### src/hw/rtl/triangle_edge_rasterizer_defines.svh
// Assertion helpers for the rasterizer RTL.
`ifndef TRIANGLE_EDGE_RASTERIZER_DEFINES_SVH
`define TRIANGLE_EDGE_RASTERIZER_DEFINES_SVH

// Same-cycle implication, checked out of reset.
`define TRA_ASSERT_IMPL(lbl, pre, post, msg) \
  lbl: assert property (@(posedge clk) disable iff (rst) (pre) |-> (post)) \
    else $error(msg);

// Next-cycle implication, checked out of reset.
`define TRA_ASSERT_NEXT(lbl, pre, post, msg) \
  lbl: assert property (@(posedge clk) disable iff (rst) (pre) |=> (post)) \
    else $error(msg);

`endif

### src/hw/rtl/tra_fifo.sv
`timescale 1ns / 1ps
// Two-entry queue between setup/traversal and shading.
module tra_fifo #(
  parameter int WIDTH = 8
) (
  input  logic             clk,
  input  logic             rst,
  input  logic             push,
  input  logic [WIDTH-1:0] push_data,
  output logic             full,
  output logic             valid,
  output logic [WIDTH-1:0] data,
  input  logic             pop
);

  logic [WIDTH-1:0] mem [2];
  logic             wr_ptr;
  logic             rd_ptr;
  logic [1:0]       count;

  assign full  = (count == 2'd2);
  assign valid = (count != 2'd0);
  assign data  = mem[rd_ptr];

  // Storage
  always_ff @(posedge clk) begin
    if (push) begin
      mem[wr_ptr] <= push_data;
    end
  end

  // Pointers and fill level
  always_ff @(posedge clk) begin
    if (rst) begin
      wr_ptr <= 1'b0;
      rd_ptr <= 1'b0;
      count  <= 2'd0;
    end else begin
      if (push) wr_ptr <= ~wr_ptr;
      if (pop)  rd_ptr <= ~rd_ptr;
      unique case ({push, pop})
        2'b10:   count <= count + 2'd1;
        2'b01:   count <= count - 2'd1;
        default: count <= count;
      endcase
    end
  end

endmodule

### config.mk
export PLATFORM = sky130hd
export DESIGN_NAME = tra_fifo
export DESIGN_NICKNAME = d
export VERILOG_FILES = /design/src/hw/rtl/triangle_edge_rasterizer_defines.svh /design/src/hw/rtl/tra_fifo.sv
export SDC_FILE = /design/constraint.sdc
export NUM_CORES = 1
export LEC_CHECK = 0
export ABC_AREA = 1
export BUFFER_PORTS_ARGS = -buffer_cell sky130_fd_sc_hd__clkbuf_2
export CORE_MARGIN = 2
export CORE_UTILIZATION = 30
export CTS_BUF_LIST = sky130_fd_sc_hd__clkbuf_4 sky130_fd_sc_hd__clkbuf_8
export CTS_CLUSTER_SIZE = 30
export DETAILED_ROUTE_END_ITERATION = 10
export SETUP_SLACK_MARGIN = 0.02
export SLEW_MARGIN = 10
export SYNTH_ARGS = -nofsm -noshare
export SYNTH_HDL_FRONTEND = slang
export SYNTH_SLANG_ARGS = --single-unit
### constraint.sdc
create_clock -name clk -period 2 [get_ports clk]
set_clock_uncertainty 0.05 [all_clocks]
set_input_delay 0.2 -clock clk [delete_from_list [all_inputs] [get_ports clk]]
set_output_delay 0.2 -clock clk [all_outputs]
set_load 0.03 [all_outputs]
**After elaboration in Yosys (flattened, before gate mapping)**

Memory sizes are Yosys's and may differ from the RTL's. A register that Yosys moved wholly into a read port is not among the register bits.
Index checks and enable logic that the tools add are counted.

- Memories kept: 1
- Bits of input ports: 12
- Output and inout bits: 10
- Register bits: 4
- RAM bits: 16

- Reduce and logical (&&, ||, !) cells: 2
- Mux-type cells: 5
- Bitwise operators: 2
- Equality and inequality tests: 3
- Add/subtract/negate cells: 2

Memories:

| name | depth | bits a word | read ports | clocked after Yosys merged registers in | wr ports | line | RTL |
|---|---|---|---|---|---|---|---|
| mem | 2 | 8 | 1 | 1 | 1 | tra_fifo.sv:16 | `logic [WIDTH-1:0] mem [2];` |

Operator list:

| kind | count |
|---|---|
| 2-bit == test (second input constant) | 2 |
| 1-bit two-way mux | 4 |
| 2-bit one-hot mux with 2 select lines | 1 |
| 2-bit nonzero test | 2 |
| 2-bit by 1-bit adder with 2-bit output (second input constant) | 1 |
| 2-bit by 1-bit == test with 1-bit output (second input constant) | 1 |
| 1-bit inverter | 2 |
| 2-bit by 1-bit subtractor with 2-bit output (second input constant) | 1 |

**Logic depth before layout (Yosys ltp)**

- Depth after elaboration: 3
- Gate-level depth with buffers: 7
- Depth with buffers taken out: 7

**Least setup slack after synthesis**

OpenSTA, ideal clock, no wires.

- Kind: register -> register
- Start: reg wr_ptr
- End: mem mem[0][0], enable pin
- Clock period less this slack: 1.108 ns
- Data arrival time: 0.687 ns
- Buffers on the path: 0
- Required time: 1.580 ns
- Stages on the path, launching flop included: 2
- Path slack: 0.892 ns
- Cells stage by stage: dfxtp_1 -> nor2_1

RTL lines:

| element | line | RTL |
|---|---|---|
| from (decl) | tra_fifo.sv:17 | `logic wr_ptr;` |
| from (signal assigned) | tra_fifo.sv:39 | `if (push) wr_ptr <= ~wr_ptr;` |
| to (decl) | tra_fifo.sv:16 |  |

Straight into the memory's write port.

==> results.cfg <==
[outcome]
status = finished clean

[grt]
grt_util_all_layers_pct = 8.20
grt_pass1_vias = 448
grt-ovfl-total = 0
antenna_found_initial = 0
grt_max_degree = 12
grt_pass1_wl_mm = 1.89

[floorplan]
core_um2 = 2710
rows = 19
dieArea_um2 = 3230
start_util_pct = 30.9
die_height_um = 56.8
io-pin-count = 22
die_w_um = 56.8

[synthesis]
synthCells = 58
ys_ff_latch = 21
synth_area_leaders = edfxtp_1, mux2_4, dfxtp_1
synth_fa_ha_area_share_pct = 1.49
ys_seq_area_share_pct = 69.4
synth_most_common_cell = edfxtp_1
synth_edf_count = 16
async_flop_share_pct = 0
synthTopCellsByCount = edfxtp_1, nor2_1, mux2_4, inv_1, nand2_1
synth-warning-count = 0
synth_xor_area_share_pct = 1.05
synthesis.nets = 71
ys.flop_type = edfxtp_1
syn_area_um2 = 837
synth_compound_area_share_pct = 1.20
synth_top_family_by_area = multiplexers
synth.top_cell.area_share_pct = 57.4
synth.area.mux_share_pct = 14.3
avgSynthCellArea_um2 = 14.4
synth.distinct_cells = 13
synthSimpleGateAreaFrac_pct = 8.07
yosys.area.top_type = edfxtp_1

[timing]
hold_viol = 0
finalCritPeriodShare_pct = 85.9
max_clock_freq_mhz = 582
relSlewSlack_pct = 66.4
drv_slew = 0
fin_tns_setup_ps = 0
rsz0062_at_grt = false
setup_viol = 0
timing_worst_slew_pin_value_ps = 503
final.min_clock_period_ps = 1720

[place]
dp.final_hpwl_um = 958
dp_cells = 110
gp_congestion = 0.704
io_buffers = 21

[job]
cap_violations = 0

[clock_tree]
cts_tree = done
post_cts_resized = 0
cts_hold_buffers = 0
cts-root-buf = clkbuf_4
cts_buffers = 3
clockBufferDepth = 2
clk_latency_ps = 290
clk_pin_slew_ps = 100
cts_max_level = 1
cts_setup_buffers = 0
cts_num_sinks = 21

[detailed_routing]
routed_wl_mm = 1.25
wl_per_cell_um = 11.0
dr.first_iter.drc_count = 9
num_vias = 502
drtPass1Iterations = 4
final_antenna_net_count = 0
vias_per_cell = 4.40
drc = 0

[setup_path]
slowest_stage = dfxtp_1
crit_type = flop to output port
path_cells = mux2_4 > clkbuf_2
startpoint_type = flop
cp_data_required_time_ps = 1750
cp_max_fo = 8
cp_data_arrival_time_ps = 1470
endpoint_kind = output port
slowest_delay_ps = 650

[finish]
finalNetCount = 97
num_antenna_cells = 0
stdcell_count = 114
drive_gt1_share_pct = 41.0
fill_cells = 289
area_delta_synth_final_pct = 20.3

[power_and_ir_drop]
p_leak_nw = 0.446
ir_drop_v = 0.000327
powerDensity_nw_per_um2 = 865

[hold_path]
hold_path_class = input pin to flop
-- state kept, by name, indices dropped and copies added, names as in the netlist, named ones only --
signal,flops
mem,16
rd_ptr,1
count,2
wr_ptr,1
-- placed cells by master (no fill, tap or decap), drive strengths merged --
cell	instances
buf	1
ha	1
dfxtp	5
a21oi	1
xnor2	1
inv	7
mux2	8
edfxtp	16
o21ai	1
nor2	9
nand2	6
clkbuf	25
nor3	1
nand4	1
-- worst max-delay path: cells and delay by family (launching register included) --
kind,cells,cell delay [ps]
flip-flops,1,650
multiplexers,1,350
buffers and inverters,1,180
-- report_power, final --
part	switching, W	total, W	internal (W)
logic	0.0000890	0.000152	0.0000635
clock network	0.000111	0.000202	0.0000910
registers	0.0000180	0.000516	0.000498
total	0.000218	0.000871	0.000653
-- path summary, 6_finish.rpt --
check              endpoint  slack [ps]          from  cells past startpoint
hold reg to reg    count[1]         460      count[1]                      2
setup / recovery    data[4]         280          flop                      2
setup reg to reg  mem[1][6]         940        wr_ptr                      2
hold / removal    mem[0][4]          40  push_data[4]                      1
-- through the flow --
stage | power [W] | utilization (%) | setup slack (ps) | hold slack (ps) | cell area [µm²]
floorplan | 0.000638 | - | 892 | 222 | 837
finish | 0.000871 | 37.2 | 281 | 44.3 | 1010
CTS | 0.000886 | 37.2 | 251 | 32.7 | 1010
global route | 0.000913 | 37.2 | 186 | 24.4 | 1010
detailed placement | 0.000682 | 36.1 | 590 | 343 | 977
global placement | 0.000677 | 36.1 | 610 | 343 | 977
-- routing by layer --
metal  track usage (%)  wire length, µm  up-vias
li1                  -                -      247
met1              8.98              533      231
met2              13.6              580       20
met3              2.76              112        4
met4              4.98               26        0
met5                 0                0        -
-- final cells by class --
type / instances / area (µm²) / area share (%)
Sequential cell: 21 / 581 / 57.6
Multi-Input combinational cell: 29 / 219 / 21.7
Timing Repair Buffer: 22 / 113 / 11.2
Tap cell: 31 / 38.8 / 3.85
Clock buffer: 4 / 30.0 / 2.98
Inverter: 7 / 26.3 / 2.61
-- kinds of logic (layout without fill, tap and decap cells) --
group | count (synthesis) | in the layout
flip-flops | 21 | 21
multiplexers | 8 | 8
adder cells (fa/ha/maj) | 1 | 1
buffers and inverters | 8 | 33
AO/OA/AOI/OAI | 2 | 2
XOR/XNOR | 1 | 1
AND/OR/NAND/NOR | 17 | 17
Power figures use the tool's default switching activity.
