[src/hw/rtl/triangle_edge_rasterizer_defines.svh]
// Assertion helpers for the rasterizer RTL.
`ifndef TRIANGLE_EDGE_RASTERIZER_DEFINES_SVH
`define TRIANGLE_EDGE_RASTERIZER_DEFINES_SVH

// Same-cycle implication, checked out of reset.
`define TRA_ASSERT_IMPL(lbl, pre, post, msg) \
  lbl: assert property (@(posedge clk) disable iff (rst) (pre) |-> (post)) \
    else $error(msg);

// Next-cycle implication, checked out of reset.
`define TRA_ASSERT_NEXT(lbl, pre, post, msg) \
  lbl: assert property (@(posedge clk) disable iff (rst) (pre) |=> (post)) \
    else $error(msg);

`endif

[src/hw/rtl/tra_pkg.sv]
`timescale 1ns / 1ps
package tra_pkg;

  // Fixed widths of the item and result streams, pixel field and color channel count
  localparam int PIX_W       = 11;
  localparam int CHAN_N      = 4;
  localparam int IN_TDATA_W  = 8;
  localparam int OUT_TDATA_W = 56;

  // Configuration register indexes
  localparam logic [2:0] REG_VERTEX_A = 3'd0;
  localparam logic [2:0] REG_VERTEX_B = 3'd1;
  localparam logic [2:0] REG_VERTEX_C = 3'd2;
  localparam logic [2:0] REG_COLOR_A  = 3'd3;
  localparam logic [2:0] REG_COLOR_B  = 3'd4;
  localparam logic [2:0] REG_COLOR_C  = 3'd5;
  localparam logic [2:0] REG_CULL     = 3'd6;

  // Cull modes
  localparam logic [1:0] CULL_POS = 2'd1;
  localparam logic [1:0] CULL_NEG = 2'd2;

  localparam logic [7:0] COLOR_MAX = 8'd255;

  typedef enum logic [1:0] {
    FS_IDLE,
    FS_EDGE,
    FS_PROD,
    FS_AREA
  } front_state_t;

  typedef enum logic [2:0] {
    BS_IDLE,
    BS_MUL,
    BS_NORM,
    BS_DIV,
    BS_OUT
  } back_state_t;

endpackage

[src/hw/rtl/tra_back.sv]
`timescale 1ns / 1ps
`include "triangle_edge_rasterizer_defines.svh"
// Gouraud shading: weighted color sums and a bit-per-cycle divide, four lanes.
module tra_back #(
  parameter int COORD_BITS = 11,
  parameter int ENTRY_W    = 8
) (
  input  logic                  clk,
  input  logic                  rst,
  input  logic                  q_valid,
  input  logic [ENTRY_W-1:0]    q_data,
  output logic                  q_pop,
  output logic                  out_valid,
  input  logic                  out_ready,
  output logic [COORD_BITS-1:0] out_x,
  output logic [COORD_BITS-1:0] out_y,
  output logic                  out_cov,
  output logic                  out_culled,
  output logic                  out_last,
  output logic [31:0]           out_color
);

  localparam int C   = COORD_BITS;
  localparam int EW  = 2 * COORD_BITS + 3;
  localparam int NW  = EW + 10;
  localparam int OFE = 3 + 2 * COORD_BITS;
  localparam int OFC = OFE + 4 * EW;
  localparam int CH  = tra_pkg::CHAN_N;

  tra_pkg::back_state_t state, state_next;

  // Latched entry
  logic [C-1:0]         x_r, y_r;
  logic                 cov_r, culled_r, last_r;
  logic signed [EW-1:0] e_r [3];
  logic signed [EW-1:0] area_r;
  logic [31:0]          col_r [3];

  // Lane state
  logic [1:0]           term;
  logic [3:0]           cnt;
  logic signed [NW-1:0] acc [CH];
  logic signed [NW-1:0] rem [CH];
  logic [8:0]           quo [CH];
  logic                 neg [CH];
  logic signed [NW-1:0] den_sh;

  // Combinational helpers
  logic signed [EW-1:0] e_sel;
  logic [31:0]          c_sel;
  logic signed [EW+8:0] prod [CH];
  logic signed [NW-1:0] trial [CH];
  logic signed [EW-1:0] area_abs;

  // Term select: e1*cA, e2*cB, e0*cC
  always_comb begin
    unique case (term)
      2'd0:    begin e_sel = e_r[1]; c_sel = col_r[0]; end
      2'd1:    begin e_sel = e_r[2]; c_sel = col_r[1]; end
      default: begin e_sel = e_r[0]; c_sel = col_r[2]; end
    endcase
    for (int k = 0; k < CH; k++) begin
      prod[k]  = e_sel * $signed({1'b0, c_sel[8*k +: 8]});
      trial[k] = rem[k] - den_sh;
    end
    area_abs = area_r[EW-1] ? -area_r : area_r;
  end

  // Next state
  always_comb begin
    state_next = state;
    unique case (state)
      tra_pkg::BS_IDLE: if (q_valid) begin
        state_next = q_data[0] ? tra_pkg::BS_MUL : tra_pkg::BS_OUT;
      end
      tra_pkg::BS_MUL:  if (term == 2'd2) state_next = tra_pkg::BS_NORM;
      tra_pkg::BS_NORM: state_next = tra_pkg::BS_DIV;
      tra_pkg::BS_DIV:  if (cnt == 4'd0) state_next = tra_pkg::BS_OUT;
      tra_pkg::BS_OUT:  if (out_ready) state_next = tra_pkg::BS_IDLE;
      default:          state_next = tra_pkg::BS_IDLE;
    endcase
  end

  // Outputs
  always_comb begin
    q_pop      = (state == tra_pkg::BS_IDLE) && q_valid;
    out_valid  = (state == tra_pkg::BS_OUT);
    out_x      = x_r;
    out_y      = y_r;
    out_cov    = cov_r;
    out_culled = culled_r;
    out_last   = last_r;
    for (int k = 0; k < CH; k++) begin
      if (neg[k])      out_color[8*k +: 8] = '0;
      else if (quo[k][8]) out_color[8*k +: 8] = tra_pkg::COLOR_MAX;
      else             out_color[8*k +: 8] = quo[k][7:0];
    end
  end

  always_ff @(posedge clk) begin
    if (rst) state <= tra_pkg::BS_IDLE;
    else     state <= state_next;
  end

  // Datapath
  always_ff @(posedge clk) begin
    unique case (state)
      tra_pkg::BS_IDLE: begin
        if (q_valid) begin
          cov_r    <= q_data[0];
          culled_r <= q_data[1];
          last_r   <= q_data[2];
          x_r      <= q_data[3 +: C];
          y_r      <= q_data[3+C +: C];
          for (int i = 0; i < 3; i++) begin
            e_r[i]   <= q_data[OFE + EW*i +: EW];
            col_r[i] <= q_data[OFC + 32*i +: 32];
          end
          area_r <= q_data[OFE + 3*EW +: EW];
          term   <= 2'd0;
          for (int k = 0; k < CH; k++) begin
            acc[k] <= '0;
            quo[k] <= '0;
            neg[k] <= 1'b0;
          end
        end
      end
      tra_pkg::BS_MUL: begin
        term <= term + 2'd1;
        for (int k = 0; k < CH; k++) begin
          acc[k] <= acc[k] + NW'(prod[k]);
        end
      end
      tra_pkg::BS_NORM: begin
        den_sh <= NW'(area_abs) <<< 8;
        cnt    <= 4'd8;
        for (int k = 0; k < CH; k++) begin
          if (area_r[EW-1]) begin
            rem[k] <= -acc[k];
            neg[k] <= (acc[k] > 0);
          end else begin
            rem[k] <= acc[k];
            neg[k] <= acc[k][NW-1];
          end
        end
      end
      tra_pkg::BS_DIV: begin
        cnt    <= cnt - 4'd1;
        den_sh <= den_sh >>> 1;
        for (int k = 0; k < CH; k++) begin
          quo[k] <= {quo[k][7:0], !trial[k][NW-1]};
          if (!trial[k][NW-1]) rem[k] <= trial[k];
        end
      end
      default: ;
    endcase
  end

  `TRA_ASSERT_IMPL(a_cull_last, out_valid && out_culled, out_last, "culled result lacks last")
  `TRA_ASSERT_IMPL(a_uncov_dark, out_valid && !out_cov, out_color == '0, "uncovered pixel colored")
  `TRA_ASSERT_NEXT(a_pop_busy, q_pop, state != tra_pkg::BS_IDLE, "entry popped but not taken")

endmodule

[config.mk]
export PLATFORM = sky130hd
export DESIGN_NAME = tra_back
export DESIGN_NICKNAME = d
export VERILOG_FILES = /design/src/hw/rtl/tra_pkg.sv /design/src/hw/rtl/tra_back.sv
export VERILOG_INCLUDE_DIRS = /design/src /design/src/hw/rtl
export SDC_FILE = /design/constraint.sdc
export NUM_CORES = 1
export LEC_CHECK = 0
export BUFFER_PORTS_ARGS = -buffer_cell sky130_fd_sc_hd__buf_2
export CAP_MARGIN = 0
export CORE_ASPECT_RATIO = 0.8
export CORE_MARGIN = 4
export CORE_UTILIZATION = 42
export DETAILED_ROUTE_END_ITERATION = 7
export PLACE_DENSITY = 0.77
export RECOVER_POWER = 100
export SLEW_MARGIN = 30
export SYNTH_ARGS = -nofsm -noshare
export SYNTH_HDL_FRONTEND = slang
export SYNTH_SLANG_ARGS = --single-unit
[constraint.sdc]
create_clock -name clk -period 1.8 [get_ports clk]
set_input_delay 0.36 -clock clk [delete_from_list [all_inputs] [get_ports clk]]
set_output_delay 0.36 -clock clk [all_outputs]
set_load 0.1 [all_outputs]
After elaboration in Yosys (flattened, before gate mapping)
Memory sizes are Yosys's and may differ from the RTL's. Index checks and enable logic that the tools add are counted. Widths: inputs -> output; s select.

Muxes and demuxes: 65. Bitwise gates (word level): 25. Add/subtract/negate cells: 14. Eq/ne operators: 10. Reduce and logical (&&, ||, !) cells: 14. Multiply operators: 4. Order comparisons: 4.

Operators by type and width (number): $mux 35 (12); $add 35x34->35 (4); $gt 35x1->1 const B (4); $neg 35->35 (4); $sub 35x35->35 (4); $mul 25x9->34 (4); $pmux 34 s2 (1); $mux 8 (8); $pmux 32 s2 (1); $pmux 25 s2 (1); $mux 9 (4); $mux 1 (29); $or 1x1->1 (24); $mux 3 (5); $pmux 3 s5 (1); $pmux 4 s2 (1); $eq 3x2->1 const B (2); $ne 2x2->1 const B (3); $reduce_and 2->1 (3); $logic_not 1->1 (4); $logic_not 4->1 (1); $pmux 2 s2 (1); $reduce_and 4->1 (1); $reduce_bool 2->1 (2); 12 further kinds (12).

Bits in registers: 52. RAM bits: 320. Output and inout port bits: 59. Memories: 4. Logic and storage cells: 149.

Memory list: acc (depth 4, width 35, rd ports 4, clocked after Yosys merged registers in 0, write ports 4, line tra_back.sv:42) `logic signed [NW-1:0] acc [CH];`; rem (depth 4, width 35, rd ports 4, clocked after Yosys merged registers in 0, write ports 4, line tra_back.sv:43) `logic signed [NW-1:0] rem [CH];`; quo (depth 4, width 9, rd ports 4, clocked after Yosys merged registers in 0, write ports 4, line tra_back.sv:44) `logic [8:0] quo [CH];`; neg (depth 4, width 1, rd ports 4, clocked after Yosys merged registers in 0, write ports 4, line tra_back.sv:45) `logic neg [CH];`.

Depth between registers and ports, before layout
An unclocked memory read counts as a cell.

Word-level depth: 6. Mapped depth: 5. Gate-level depth less buffers: 5.

Worst setup path before layout
No wires, ideal clock.

Path kind: reg2reg. From: register state[0]. To: register cov_r (netlist: out_cov) (enable). Period minus slack after synthesis: 2.841 ns. Setup time: 0.432 ns. Cell stages (with the launch flop): 4. Path buffers: 1. Data arrival time: 2.410 ns. Setup slack: -1.041 ns. Path through: dfxtp_1 > buf_4 > or3b_1 > nor2_1.

Longest elaborated chain between the ends: 2.

Ends and longest elaborated chain: start, declared (line tra_back.sv:30) `tra_pkg::back_state_t state, state_next;`; start signal, assigned (line tra_back.sv:101) `if (rst) state <= tra_pkg::BS_IDLE;`; start signal, assigned (line tra_back.sv:102) `else state <= state_next;`; $logic_not 3->1 (line tra_back.sv:107) `unique case (state)`; $reduce_and 2->1 (no line); end signal, assigned (line tra_back.sv:110) `cov_r <= q_data[0];`; end, declared (line tra_back.sv:34) `logic cov_r, culled_r, last_r;`.

Every way passes these cells. A chain may end at the register's enable or synchronous reset.

Final worst setup path
From: register state[0]. To: output port q_pop.

Longest elaborated chain between the ends: 2.

Ends and longest elaborated chain: $logic_not 3->1 (line tra_back.sv:86) `q_pop = (state == tra_pkg::BS_IDLE) && q_valid;`; $logic_and 1x1->1 (line tra_back.sv:86); end, declared (line tra_back.sv:12) `output logic q_pop,`.

Every way passes these cells.

==> results by group <==
Status
  • Status: finished, final reports clean

CTS
  • Htree depth: 1
  • Clock Latency Late Sink: 0.29 ns
  • CTS root buf: clkbuf_4
  • Clk sinks: 17
  • Clk buf depth: 2
  • CTS Buf Count: 3
  • CTS tree: yes
  • Reg clk slew, reported paths: about 0.11 ns

Hold path
  • Worst min path class: primary input to register

Synth
  • EDFF count, synth: 14
  • Avg Cell Area, Syn: about 10 um2
  • Synth top area share: 36.8%
  • Synth Flop Type: edfxtp_1
  • Top post-synthesis cells by area: edfxtp_1 37%, buf_4 34%, dfxtp_1 5.3%
  • Seq cells post-synth: 17
  • Cell with the most instances after synthesis: buf_4
  • Post-synth ARST share: 0%
  • Post-synth top cells: 51 x buf_4, 14 x edfxtp_1, 9 x nor2_1, 5 x nor3_1
  • Register area share after synthesis: 42.1%
  • Largest area contributor in the netlist: edfxtp_1
  • Synthesized area: 1140 um2
  • Ys Warns: 0
  • Synth cell types: 27
  • Post-Synthesis Cells: 109

Drt
  • DR vias: around 640
  • Wire per inst: about 10 um
  • Drt total wl: 1680 um
  • Starting DRC count in detailed routing: 26
  • Pre-Repair DR Iteration Count: 4
  • Via density: 3.78
  • Routed Antenna Nets: 0
  • DR DRC count: 0

Final layout
  • Share of post-route cells with drive strength above 1: 21.1%
  • Layout area overhead: 0.438%
  • Final nets: 148
  • Final instance area: between 1000 and 1500 um2
  • Antenna diode count: 0

Floorplan
  • Die height: 54.6 um
  • FP Rows: 16
  • Core area: around 2500 um2
  • Die Wd: 66.3 um
  • Die area: 3620 um2
  • Initial Utilization: between 40% and 50%
  • Io pins: 71

Global route
  • Initial antenna violation count: 0
  • Gr ovfl total: 0
  • Total track usage: between 8 and 9%
  • Largest net degree at the start of global routing: 12
  • First-pass GRT wire length: 2310 um
  • Number of global-route vias before repair: between 500 and 600

Setup path
  • Critical Path RT: 1.44 ns
  • Setup Crit Path Kind: register to primary output
  • Crit path max fanout: 9
  • Critical Path Sink Type: primary output
  • CP Data Arrival Time: between 1 and 1.5 ns
  • Crit path launch type: register

STA
  • Maximum clock rate: 0.579 GHz
  • Worst-Margin Slew: roughly 0.55 ns
  • Final Cycle Share: 95.9%
  • Tmin final: 1.73 ns
  • Final hold violation count: 0
  • Max_slew headroom: 63.4%
  • RSZ-0062 raised after global routing: false
  • Endpoints failing setup: 0
  • Slew Viols, Final: 0
  • Final Skew: between 0.005 and 0.006 ns

Placed design
  • Number of port buffers: 21
  • Area after DPL: 1130 um2
  • Dpl hpwl: 1410 um
  • Routability cong.: 0.710

Power
  • Power Total: ~1.4 mW
  • VDD IR max: 0.461 mV
  • Leak: ~0.53 nW
  • PwrDens: 1220 nW/um2

Flow run
  • Max cap viols: 0
flip-flops by register name, summed over array words and instances, names as in the netlist:
signal	count
cnt	4
state	3
term	2
out_x	5
out_cov	1
out_last	1
out_culled	1
final timing paths:
path                   from  endpoint  slack (ns)  cells past startpoint
setup / recovery   state[0]     q_pop        0.07                      3
hold / removal    q_data[3]  out_x[0]        0.24                      1
setup reg to reg   state[1]  state[2]        0.12                      5
hold reg to reg     term[0]   term[0]        0.57                      1
layout by cell type, fill, tap and decap left out, types with 2 or more instances in the layout:
| cell type | Yosys | final |
|---|---|---|
| nor2b_1 | 2 | 2 |
| buf_12 | 0 | 2 |
| nor3_1 | 5 | 5 |
| edfxtp_1 | 14 | 14 |
| xnor2_1 | 2 | 2 |
| ha_1 | 2 | 2 |
| clkbuf_1 | 0 | 4 |
| inv_1 | 3 | 3 |
| dfxtp_1 | 3 | 2 |
| buf_2 | 0 | 10 |
| clkbuf_2 | 0 | 8 |
| conb_1 | 1 | 49 |
| nor2_1 | 9 | 8 |
| nand2b_1 | 1 | 2 |
| clkbuf_4 | 0 | 3 |
cells by family after synthesis:
kind of cell / Yosys count / share of synthesized area [%]
compound gates: 5 / 3.61
buf+inv: 55 / 35.5
fa+ha+maj: 2 / 2.19
flops: 17 / 42.1
simple gates: 26 / 13.9
mux: 1 / 0.876
other cells: 1 / 0.328
xor+xnor: 2 / 1.53
final cells by class:
cell class,instances,area [um2]
clock buffers,3,22.5
clock inverters,1,7.51
fillers,241,1380
inverters,3,11.3
multi-input cells,85,434
flip-flops and latches,17,482
well taps,36,45.0
repair buffers,24,145
metal layers:
metal / vias to the layer above / part of all wire (%) / routed length [um] / global-route usage (%)
li1: 311 / - / - / -
met2: 48 / 46 / 774 / 14.5
met4: 0 / 0 / 0 / 2.03
met1: 279 / 40 / 677 / 10.4
met5: - / 0 / 0 / 0
met3: 0 / 14 / 231 / 3.49
worst max-delay path, stage by stage, from the launching register on:
cell and delay, ns:
dfxtp_2 0.38, or3b_4 0.40, nor2_4 0.12, buf_12 0.18
through the flow:
step                hold WS (ns)  std cells  setup WS [ns]  setup TNS, ns  utilization (%)
detailed placement         0.539        163          0.245              0             44.7
CTS                        0.228        169         0.0195              0             46.6
floorplan                  0.426        157        -0.0305         -0.253                -
finish                     0.240        169         0.0729              0             45.5
global placement           0.542        163          0.243              0             44.7
global route               0.207        169         0.0143              0             45.5
report_power, final:
group,switching [mW],internal [mW]
Clock,0.122,0.0843
Combinational,0.651,0.0648
Sequential,0.0190,0.461
Total,0.792,0.611
repair_timing:
item,in CTS,in global routing
endpoints found under the setup margin,1,1
resized for setup,2,1
gates cloned,0,0
pin swaps,0,1
buffers inserted,2,0
hold buffers,0,0
Power figures use the tool's default switching activity.
