[src/hw/rtl/triangle_edge_rasterizer_defines.svh]
// Assertion helpers for the rasterizer RTL.
`ifndef TRIANGLE_EDGE_RASTERIZER_DEFINES_SVH
`define TRIANGLE_EDGE_RASTERIZER_DEFINES_SVH

// Same-cycle implication, checked out of reset.
`define TRA_ASSERT_IMPL(lbl, pre, post, msg) \
  lbl: assert property (@(posedge clk) disable iff (rst) (pre) |-> (post)) \
    else $error(msg);

// Next-cycle implication, checked out of reset.
`define TRA_ASSERT_NEXT(lbl, pre, post, msg) \
  lbl: assert property (@(posedge clk) disable iff (rst) (pre) |=> (post)) \
    else $error(msg);

`endif

[src/hw/rtl/tra_pkg.sv]
`timescale 1ns / 1ps
package tra_pkg;

  // Fixed widths of the item and result streams, pixel field and color channel count
  localparam int PIX_W       = 11;
  localparam int CHAN_N      = 4;
  localparam int IN_TDATA_W  = 8;
  localparam int OUT_TDATA_W = 56;

  // Configuration register indexes
  localparam logic [2:0] REG_VERTEX_A = 3'd0;
  localparam logic [2:0] REG_VERTEX_B = 3'd1;
  localparam logic [2:0] REG_VERTEX_C = 3'd2;
  localparam logic [2:0] REG_COLOR_A  = 3'd3;
  localparam logic [2:0] REG_COLOR_B  = 3'd4;
  localparam logic [2:0] REG_COLOR_C  = 3'd5;
  localparam logic [2:0] REG_CULL     = 3'd6;

  // Cull modes
  localparam logic [1:0] CULL_POS = 2'd1;
  localparam logic [1:0] CULL_NEG = 2'd2;

  localparam logic [7:0] COLOR_MAX = 8'd255;

  typedef enum logic [1:0] {
    FS_IDLE,
    FS_EDGE,
    FS_PROD,
    FS_AREA
  } front_state_t;

  typedef enum logic [2:0] {
    BS_IDLE,
    BS_MUL,
    BS_NORM,
    BS_DIV,
    BS_OUT
  } back_state_t;

endpackage

[src/hw/rtl/tra_front.sv]
`timescale 1ns / 1ps
// Triangle setup and bounding-box traversal; one queue entry per pixel or per culled triangle.
module tra_front #(
  parameter int COORD_BITS = 11,
  parameter int ENTRY_W    = 8
) (
  input  logic                  clk,
  input  logic                  rst,
  input  logic                  cfg_valid,
  output logic                  cfg_ready,
  input  logic [2:0]            cfg_index,
  input  logic [31:0]           cfg_data,
  input  logic                  s_tvalid,
  output logic                  s_tready,
  input  logic                  s_restart,
  output logic                  q_push,
  output logic [ENTRY_W-1:0]    q_data,
  input  logic                  q_full
);

  localparam int C  = COORD_BITS;
  localparam int EW = 2 * COORD_BITS + 3;
  localparam int PW = 2 * COORD_BITS + 2;

  tra_pkg::front_state_t state, state_next;

  // Configuration registers
  logic [2*C-1:0] cfg_vtx [3];
  logic [31:0]    cfg_col [3];
  logic [1:0]     cfg_cull;

  // Latched triangle
  logic [C-1:0]   vx [3];
  logic [C-1:0]   vy [3];
  logic [31:0]    lat_col [3];
  logic [1:0]     mode;

  // Setup intermediates
  logic signed [C:0]    dx [3];
  logic signed [C:0]    dy [3];
  logic signed [C:0]    px [3];
  logic signed [C:0]    py [3];
  logic [C-1:0]         min_x, max_x, min_y, max_y;
  logic signed [PW-1:0] pa1, pa2;
  logic signed [PW-1:0] pe1 [3];
  logic signed [PW-1:0] pe2 [3];

  // Walk state
  logic signed [EW-1:0] area;
  logic signed [EW-1:0] row_e [3];
  logic signed [EW-1:0] cur_e [3];
  logic [C-1:0]         cx, cy;
  logic                 walking;

  // Combinational helpers
  logic [C-1:0]         mnx, mxx, mny, mxy;
  logic signed [EW-1:0] area_n;
  logic                 cull_hit;
  logic                 accept;
  logic                 step;
  logic                 cov, end_row, fin;

  assign cfg_ready = 1'b1;
  assign accept    = s_tvalid && s_tready;
  assign step      = accept && !s_restart && walking;

  // Bounding box of the latched vertices
  always_comb begin
    mnx = (vx[0] < vx[1]) ? vx[0] : vx[1];
    mnx = (mnx < vx[2]) ? mnx : vx[2];
    mxx = (vx[0] > vx[1]) ? vx[0] : vx[1];
    mxx = (mxx > vx[2]) ? mxx : vx[2];
    mny = (vy[0] < vy[1]) ? vy[0] : vy[1];
    mny = (mny < vy[2]) ? mny : vy[2];
    mxy = (vy[0] > vy[1]) ? vy[0] : vy[1];
    mxy = (mxy > vy[2]) ? mxy : vy[2];
  end

  // Area and cull test
  always_comb begin
    area_n   = EW'(pa1) - EW'(pa2);
    cull_hit = ((mode == tra_pkg::CULL_POS) && (area_n > 0)) ||
               ((mode == tra_pkg::CULL_NEG) && (area_n < 0));
  end

  // Coverage of the current pixel
  always_comb begin
    cov = ((!cur_e[0][EW-1] && !cur_e[1][EW-1] && !cur_e[2][EW-1]) ||
           (cur_e[0][EW-1] && cur_e[1][EW-1] && cur_e[2][EW-1])) && (area != '0);
    end_row = (cx >= max_x);
    fin     = end_row && (cy >= max_y);
  end

  // Next state
  always_comb begin
    state_next = state;
    unique case (state)
      tra_pkg::FS_IDLE: if (accept && s_restart) state_next = tra_pkg::FS_EDGE;
      tra_pkg::FS_EDGE: state_next = tra_pkg::FS_PROD;
      tra_pkg::FS_PROD: state_next = tra_pkg::FS_AREA;
      tra_pkg::FS_AREA: if (!cull_hit || !q_full) state_next = tra_pkg::FS_IDLE;
      default:          state_next = tra_pkg::FS_IDLE;
    endcase
  end

  // Handshake and queue entry
  always_comb begin
    s_tready = (state == tra_pkg::FS_IDLE) && !q_full;
    q_push   = 1'b0;
    q_data   = '0;
    if (state == tra_pkg::FS_AREA && cull_hit && !q_full) begin
      q_push = 1'b1;
      q_data = ENTRY_W'(3'b110);
    end else if (step) begin
      q_push = 1'b1;
      q_data = {lat_col[2], lat_col[1], lat_col[0], area,
                cur_e[2], cur_e[1], cur_e[0], cy, cx, fin, 1'b0, cov};
    end
  end

  always_ff @(posedge clk) begin
    if (rst) state <= tra_pkg::FS_IDLE;
    else     state <= state_next;
  end

  // Configuration writes
  always_ff @(posedge clk) begin
    if (rst) begin
      for (int i = 0; i < 3; i++) begin
        cfg_vtx[i] <= '0;
        cfg_col[i] <= '0;
      end
      cfg_cull <= '0;
    end else if (cfg_valid) begin
      case (cfg_index)
        tra_pkg::REG_VERTEX_A: cfg_vtx[0] <= cfg_data[2*C-1:0];
        tra_pkg::REG_VERTEX_B: cfg_vtx[1] <= cfg_data[2*C-1:0];
        tra_pkg::REG_VERTEX_C: cfg_vtx[2] <= cfg_data[2*C-1:0];
        tra_pkg::REG_COLOR_A:  cfg_col[0] <= cfg_data;
        tra_pkg::REG_COLOR_B:  cfg_col[1] <= cfg_data;
        tra_pkg::REG_COLOR_C:  cfg_col[2] <= cfg_data;
        tra_pkg::REG_CULL:     cfg_cull   <= cfg_data[1:0];
        default: ;
      endcase
    end
  end

  // Setup pipeline: latch, edge vectors, products
  always_ff @(posedge clk) begin
    if (accept && s_restart) begin
      for (int i = 0; i < 3; i++) begin
        vx[i]      <= cfg_vtx[i][C-1:0];
        vy[i]      <= cfg_vtx[i][2*C-1:C];
        lat_col[i] <= cfg_col[i];
      end
      mode <= cfg_cull;
    end
    if (state == tra_pkg::FS_EDGE) begin
      for (int i = 0; i < 3; i++) begin
        dx[i] <= $signed({1'b0, vx[(i+1)%3]}) - $signed({1'b0, vx[i]});
        dy[i] <= $signed({1'b0, vy[(i+1)%3]}) - $signed({1'b0, vy[i]});
        px[i] <= $signed({1'b0, mnx}) - $signed({1'b0, vx[i]});
        py[i] <= $signed({1'b0, mny}) - $signed({1'b0, vy[i]});
      end
      min_x <= mnx;
      max_x <= mxx;
      min_y <= mny;
      max_y <= mxy;
    end
    if (state == tra_pkg::FS_PROD) begin
      pa1 <= dx[1] * dy[0];
      pa2 <= dy[1] * dx[0];
      for (int i = 0; i < 3; i++) begin
        pe1[i] <= px[i] * dy[i];
        pe2[i] <= py[i] * dx[i];
      end
    end
  end

  // Edge walk
  always_ff @(posedge clk) begin
    if (rst) begin
      walking <= 1'b0;
      area    <= '0;
      cx      <= '0;
      cy      <= '0;
      for (int i = 0; i < 3; i++) begin
        row_e[i] <= '0;
        cur_e[i] <= '0;
      end
    end else begin
      if (accept && s_restart) begin
        walking <= 1'b0;
      end else if (state == tra_pkg::FS_AREA && !cull_hit) begin
        walking <= 1'b1;
        area    <= area_n;
        cx      <= min_x;
        cy      <= min_y;
        for (int i = 0; i < 3; i++) begin
          row_e[i] <= EW'(pe1[i]) - EW'(pe2[i]);
          cur_e[i] <= EW'(pe1[i]) - EW'(pe2[i]);
        end
      end else if (state == tra_pkg::FS_AREA && !q_full) begin
        area <= area_n;
      end else if (step) begin
        if (fin) begin
          walking <= 1'b0;
        end else if (end_row) begin
          cy <= cy + 1'b1;
          cx <= min_x;
          for (int i = 0; i < 3; i++) begin
            row_e[i] <= row_e[i] - EW'(dx[i]);
            cur_e[i] <= row_e[i] - EW'(dx[i]);
          end
        end else begin
          cx <= cx + 1'b1;
          for (int i = 0; i < 3; i++) begin
            cur_e[i] <= cur_e[i] + EW'(dy[i]);
          end
        end
      end
    end
  end

endmodule

[config.mk]
export PLATFORM = sky130hd
export DESIGN_NAME = tra_front
export DESIGN_NICKNAME = d
export VERILOG_FILES = /design/src/hw/rtl/triangle_edge_rasterizer_defines.svh /design/src/hw/rtl/tra_pkg.sv /design/src/hw/rtl/tra_front.sv
export SDC_FILE = /design/constraint.sdc
export NUM_CORES = 2
export LEC_CHECK = 0
export BUFFER_PORTS_ARGS = -buffer_cell sky130_fd_sc_hd__buf_2
export CORE_ASPECT_RATIO = 0.75
export CORE_UTILIZATION = 55
export CTS_BUF_LIST = sky130_fd_sc_hd__clkbuf_4 sky130_fd_sc_hd__clkbuf_8 sky130_fd_sc_hd__clkbuf_16
export CTS_CLUSTER_DIAMETER = 150
export CTS_CLUSTER_SIZE = 24
export DETAILED_ROUTE_END_ITERATION = 6
export PLACE_DENSITY_LB_ADDON = 0.1
export SYNTH_ARGS = -nofsm -noshare
export SYNTH_HDL_FRONTEND = slang
export SYNTH_SLANG_ARGS = --single-unit
[constraint.sdc]
create_clock -name clk -period 22.6 [get_ports clk]
set_input_delay 4.52 -clock clk [delete_from_list [all_inputs] [get_ports clk]]
set_output_delay 4.52 -clock clk [all_outputs]
set_load 0.02 [all_outputs]
After elaboration in Yosys (flattened, before gate mapping)
Memories as Yosys holds them, arrays and structs flattened.
Cells that the tools add are included.

storage, ports and cells
  input bits = 41
  memories = 11
  flip-flop bits (word level) = 146
  output and inout port bits = 11
  memory bits (writable) = 570

operators by class
  multiplexer cells = 89
  magnitude comparators = 12
  reductions and logical operators = 40
  eq/ne operators = 12
  add/sub/neg operators = 24
  multiply operators = 8
  bitwise logic cells = 19

memories
  memory           depth  bits a word  read ports  clocked after memory_dff  wr ports  RTL line         RTL
  cur_e            3      25           3           0                         3         tra_front.sv:51  logic signed [EW-1:0] cur_e [3];
  row_e            3      25           3           0                         3         tra_front.sv:50  logic signed [EW-1:0] row_e [3];
  pe1              3      24           3           0                         3         tra_front.sv:45  logic signed [PW-1:0] pe1 [3];
  pe2              3      24           3           0                         3         tra_front.sv:46  logic signed [PW-1:0] pe2 [3];
  cfg_vtx          3      22           3           0                         3         tra_front.sv:28  logic [2*C-1:0] cfg_vtx [3];
  dx               3      12           3           0                         3         tra_front.sv:39  logic signed [C:0] dx [3];
  5 more memories  -      -            -           -                         -         -

operator list
  operator                                              count
  two-way mux 25 bit                                    17
  two-way mux 11 bit                                    18
  multiplier 12 x 12 -> 24 bit                          8
  subtractor 11 x 11 -> 12 bit                          12
  subtractor 24 x 24 -> 25 bit                          4
  adder 25 x 12 -> 25 bit                               3
  subtractor 25 x 12 -> 25 bit                          3
  two-way mux 22 bit                                    3
  two-way mux 1 bit                                     46
  > comparator 11 bit                                   4
  < comparator 11 bit                                   4
  > comparator 25 x 1 -> 1 bit (second input constant)  1
  < comparator 25 x 1 -> 1 bit (second input constant)  1
  nonzero test 25 bit                                   1
  adder 11 x 1 -> 11 bit (second input constant)        2
  >= comparator 11 bit                                  2
  bitwise OR 1 bit                                      18
  logical AND 1 bit                                     17
  two-way mux 8 bit                                     2
  one-hot mux 2 bit (4 select lines)                    1
  nonzero test 2 bit                                    4
  == test 2 bit (second input constant)                 3
  logical NOT 1 bit                                     6
  inequality test 2 bit (second input constant)         3
  other kinds (15)                                      21

Longest topological paths before layout
  depth in word-level cells = 13
  mapped depth = 38
  gate-level depth less buffers = 36

Worst setup path before layout
OpenSTA, ideal clock, no wires.

  path kind = input to output
  start point = in q_full
  end point = out q_data[2]
  path slack = 12,274 ps
  data arrival time = 5,806 ps
  path buffers = 0
  stages on the path = 3
  cells stage by stage = nor2b_1 -> nand4b_1 -> o21ai_0

between the ends
  word-level cells in the longest chain between the ends = 7
  elaborated cells on any way between the ends = 8
  those cells by class = 2 x mux; 6 x reduce/logical

RTL lines
  item                             RTL line                            RTL
  from (decl)                      tra_front.sv:18                     input logic q_full
  logical NOT 1 bit (*)            tra_front.sv:108, tra_front.sv:111
  logical AND 1 bit                tra_front.sv:108                    s_tready = (state == tra_pkg::FS_IDLE) && !q_full;
  logical AND 1 bit                tra_front.sv:64                     assign accept = s_tvalid && s_tready;
  logical AND 1 bit (2 in series)  tra_front.sv:65                     assign step = accept && !s_restart && walking;
  two-way mux 8 bit                tra_front.sv:114                    end else if (step) begin
  two-way mux 8 bit (*)            tra_front.sv:111                    if (state == tra_pkg::FS_AREA && cull_hit && !q_full) begin
  to (decl)                        tra_front.sv:17                     output logic [ENTRY_W-1:0] q_data,

Every way passes the cells marked *; elsewhere a longest branch is shown, timed or not.

Final worst setup path
  start point = in q_full
  end point = out q_data[6]

The elaborated chain is that of the path after synthesis.

==> run metrics <==
die span in y between 300 and 400 um; RSZ-0062 raised after global routing no; required time reported for the critical path endpoint 18.08 ns; post-placement setup slack 12.17 ns; Avg Inst Size Synth a little under 10 um2; Worst Setup Start Kind input pin; min-delay worst type register to register; Longest Clk Path Bufs 3; count of flip-flops with a built-in enable after synthesis 664; top fanout value on the critical path 9; max_slew headroom -4.70%; post-synth design cell area around 0.086 mm2; Core Rows around 130; flop and latch count out of synthesis roughly 720; clock latency reported for the late side of the worst-skew pair ~0.71 ns; antenna-violating nets left 0; synthesized net count approximately 11k; violations in the final reports capacitance limit, slew limit; clock root cell clkbuf_16; post-synthesis adder-cell area fraction between 30 and 40%; residual DRC count 0; area fraction in and, or, nand and nor cells after synthesis roughly 14%; routed wire length 228 mm; share of the clock period used by the worst path after layout 46.3%; DIE WIDTH between 400 and 500 um; Setup-failing EPs final 0; hold_sp cfg_vtx[0][25]; number of clock sinks around 720; outcome finished with violations; Arrival @ worst endpoint about 5.9 ns; Detail Placement HPWL about 180 mm; Worst Hold Path Cells 0; total global routing track utilization approximately 29%; overall via count from detail_route 61.8k; global-route wire length before repair around 360 mm; I/O Buffers 40; type of destination of the critical path primary output; multiplexer share of the synthesized area 0.743%; sum of negative setup slack 0 ns; Ports 52; CTS resizes 0; layout overhead on the synthesized area 4.22%; dominant synthesized flop cell edfxtp_1; post-CTS repair timing setup buffer count 0; worst-case hold slack 0.406 ns; dominant combinational cell family by area after synthesis adder cells; CTS tree yes; count of cells along the worst register-to-register path 34; compound-gate portion of the synthesized area between 9 and 10%; Period minus WS final between 10 and 15 ns; final layout net count about 11k; Clock Skews ~0.054 ns; effective utilization at floorplan 55.6%; number of max-slew violations in the final report 2; WS Path Type input pin to primary output; Vias/cell between 5 and 6; startpoint of the worst-slack reg-to-reg timing path vy[0][0]; placeable core area 0.155 mm2; number of fill cells roughly 14k; number of warnings issued by yosys 0; total grt overflow 0; Tightest Pin Transition between 1.5 and 2 ns; H-tree depth 2; number of antenna violations at the first check in global routing 10; XOR/XNOR Fraction of Synth Area under 10%; clock transition time at the flip-flop clock pins of the worst setup and hold paths 0.11 ns; f_max roughly 0.096 GHz; Syn Inst Count about 8.9k; fraction of registers with async set or reset after synthesis 0%; count of cell types in the netlist 94; hold-fix buffer count after cts 0; Critical path origin q_full; fraction of final layout cells sized beyond drive strength 1 approximately 3.1%; overall die area between 0.15 and 0.2 mm2; first drt pass iteration count 6; detailed-route wire length per cell 20.8 um; placer congestion estimate 0.939; final hold violations 0; vias in the first global route between 60k and 70k; Final Worst Setup Slack 12.14 ns; DRC violation total after the first TritonRoute iteration about 5k; pin count of the biggest net entering global routing 80; register area share after synthesis ~24%; number of max-cap violations 1; cts bufs inserted 36
through the flow:
stage	util, %	area, um2	cells
after floorplan	-	86400	8928
after global placement	57.2	88800	10900
after detailed placement	57.2	88800	10900
after CTS	57.9	90000	10900
after global routing	57.9	90000	10900
final	58.0	90000	10900
cell usage after synthesis (all sizes together) (52+ instances only):
cell,n,share of area [%]
ha,851,12
nor2b,83,0.60
xor2,125,1.3
edfxtp,664,23
dfxtp,52,1.2
and2,435,3.2
clkbuf,241,1.0
o21a,75,0.65
o21bai,71,0.62
nor2,439,1.9
nand2b,120,0.87
nor3,122,0.71
nand2,987,4.3
inv,1707,7.4
o21ai,306,1.8
nand3,92,0.53
a21o,141,1.2
a21boi,57,0.50
fa,1126,26
xnor2,309,3.1
a21oi,280,1.6
metal layers:
layer / share of wire (%) / track usage, %
met4: 2.5 / 7.11
met2: 43 / 44.0
met1: 46 / 43.5
met3: 8.6 / 5.68
met5: 0 / 0
worst max-delay path, cell delays in order:
cell,delay (ns)
buf_2,0.14
nor2b_1,0.20
nand4b_1,0.38
a21oi_1,0.34
and2_1,0.19
buf_2,0.17
cell usage in the layout (no fill, tap or decap), types with 40 or more instances in the layout:
cell | Yosys | final
a21o_1 | 141 | 141
fa_1 | 1126 | 1126
and2_1 | 435 | 435
a211oi_1 | 46 | 45
nand2b_1 | 120 | 119
edfxtp_1 | 664 | 664
buf_2 | 13 | 40
nor2_1 | 438 | 438
xnor2_1 | 309 | 309
xor2_1 | 125 | 125
buf_4 | 8 | 85
a21oi_1 | 275 | 274
nand2_1 | 986 | 986
nand3_1 | 92 | 91
a21boi_0 | 57 | 57
o21a_1 | 75 | 75
o21bai_1 | 71 | 71
dfxtp_1 | 52 | 52
o21ai_0 | 289 | 287
nor2b_1 | 83 | 83
nor3_1 | 121 | 121
ha_1 | 851 | 849
inv_1 | 1707 | 1706
logic make-up after synthesis:
group                    after synthesis
buffers and inverters               1981
other                                  1
adder cells (fa/ha/maj)             1977
flip-flops                           716
AO/OA/AOI/OAI                       1293
XOR/XNOR                             434
multiplexers                          61
AND/OR/NAND/NOR                     2465
final timing paths:
check	slack, ns	to
worst max-delay path	12.14	q_data[6]
worst min-delay path	0.41	vx[0][14]
worst min register to register	0.41	vx[0][14]
worst max register to register	14.17	py[0][34]
cell type report:
cell class	count	area, um2	share of cell area, %
flip-flops and latches	716	21000	23.3
well taps	2095	2620	2.91
diodes	2	5.00	0.00556
inverters	1709	6410	7.13
multi-input cells	6231	58000	64.4
clock buffers	56	1050	1.17
clock inverters	7	110	0.122
repair buffers	125	838	0.931
sequential cells by signal (all words and copies together) (netlist names), 66 cells and up:
| signal | count |
|---|---|
| pe2 | 72 |
| pe1 | 72 |
| row_e | 75 |
| cfg_vtx | 66 |
| cur_e | 75 |
Power is not shown: default switching activity piles up to over one toggle a cycle in this logic, so the estimate is an artifact.
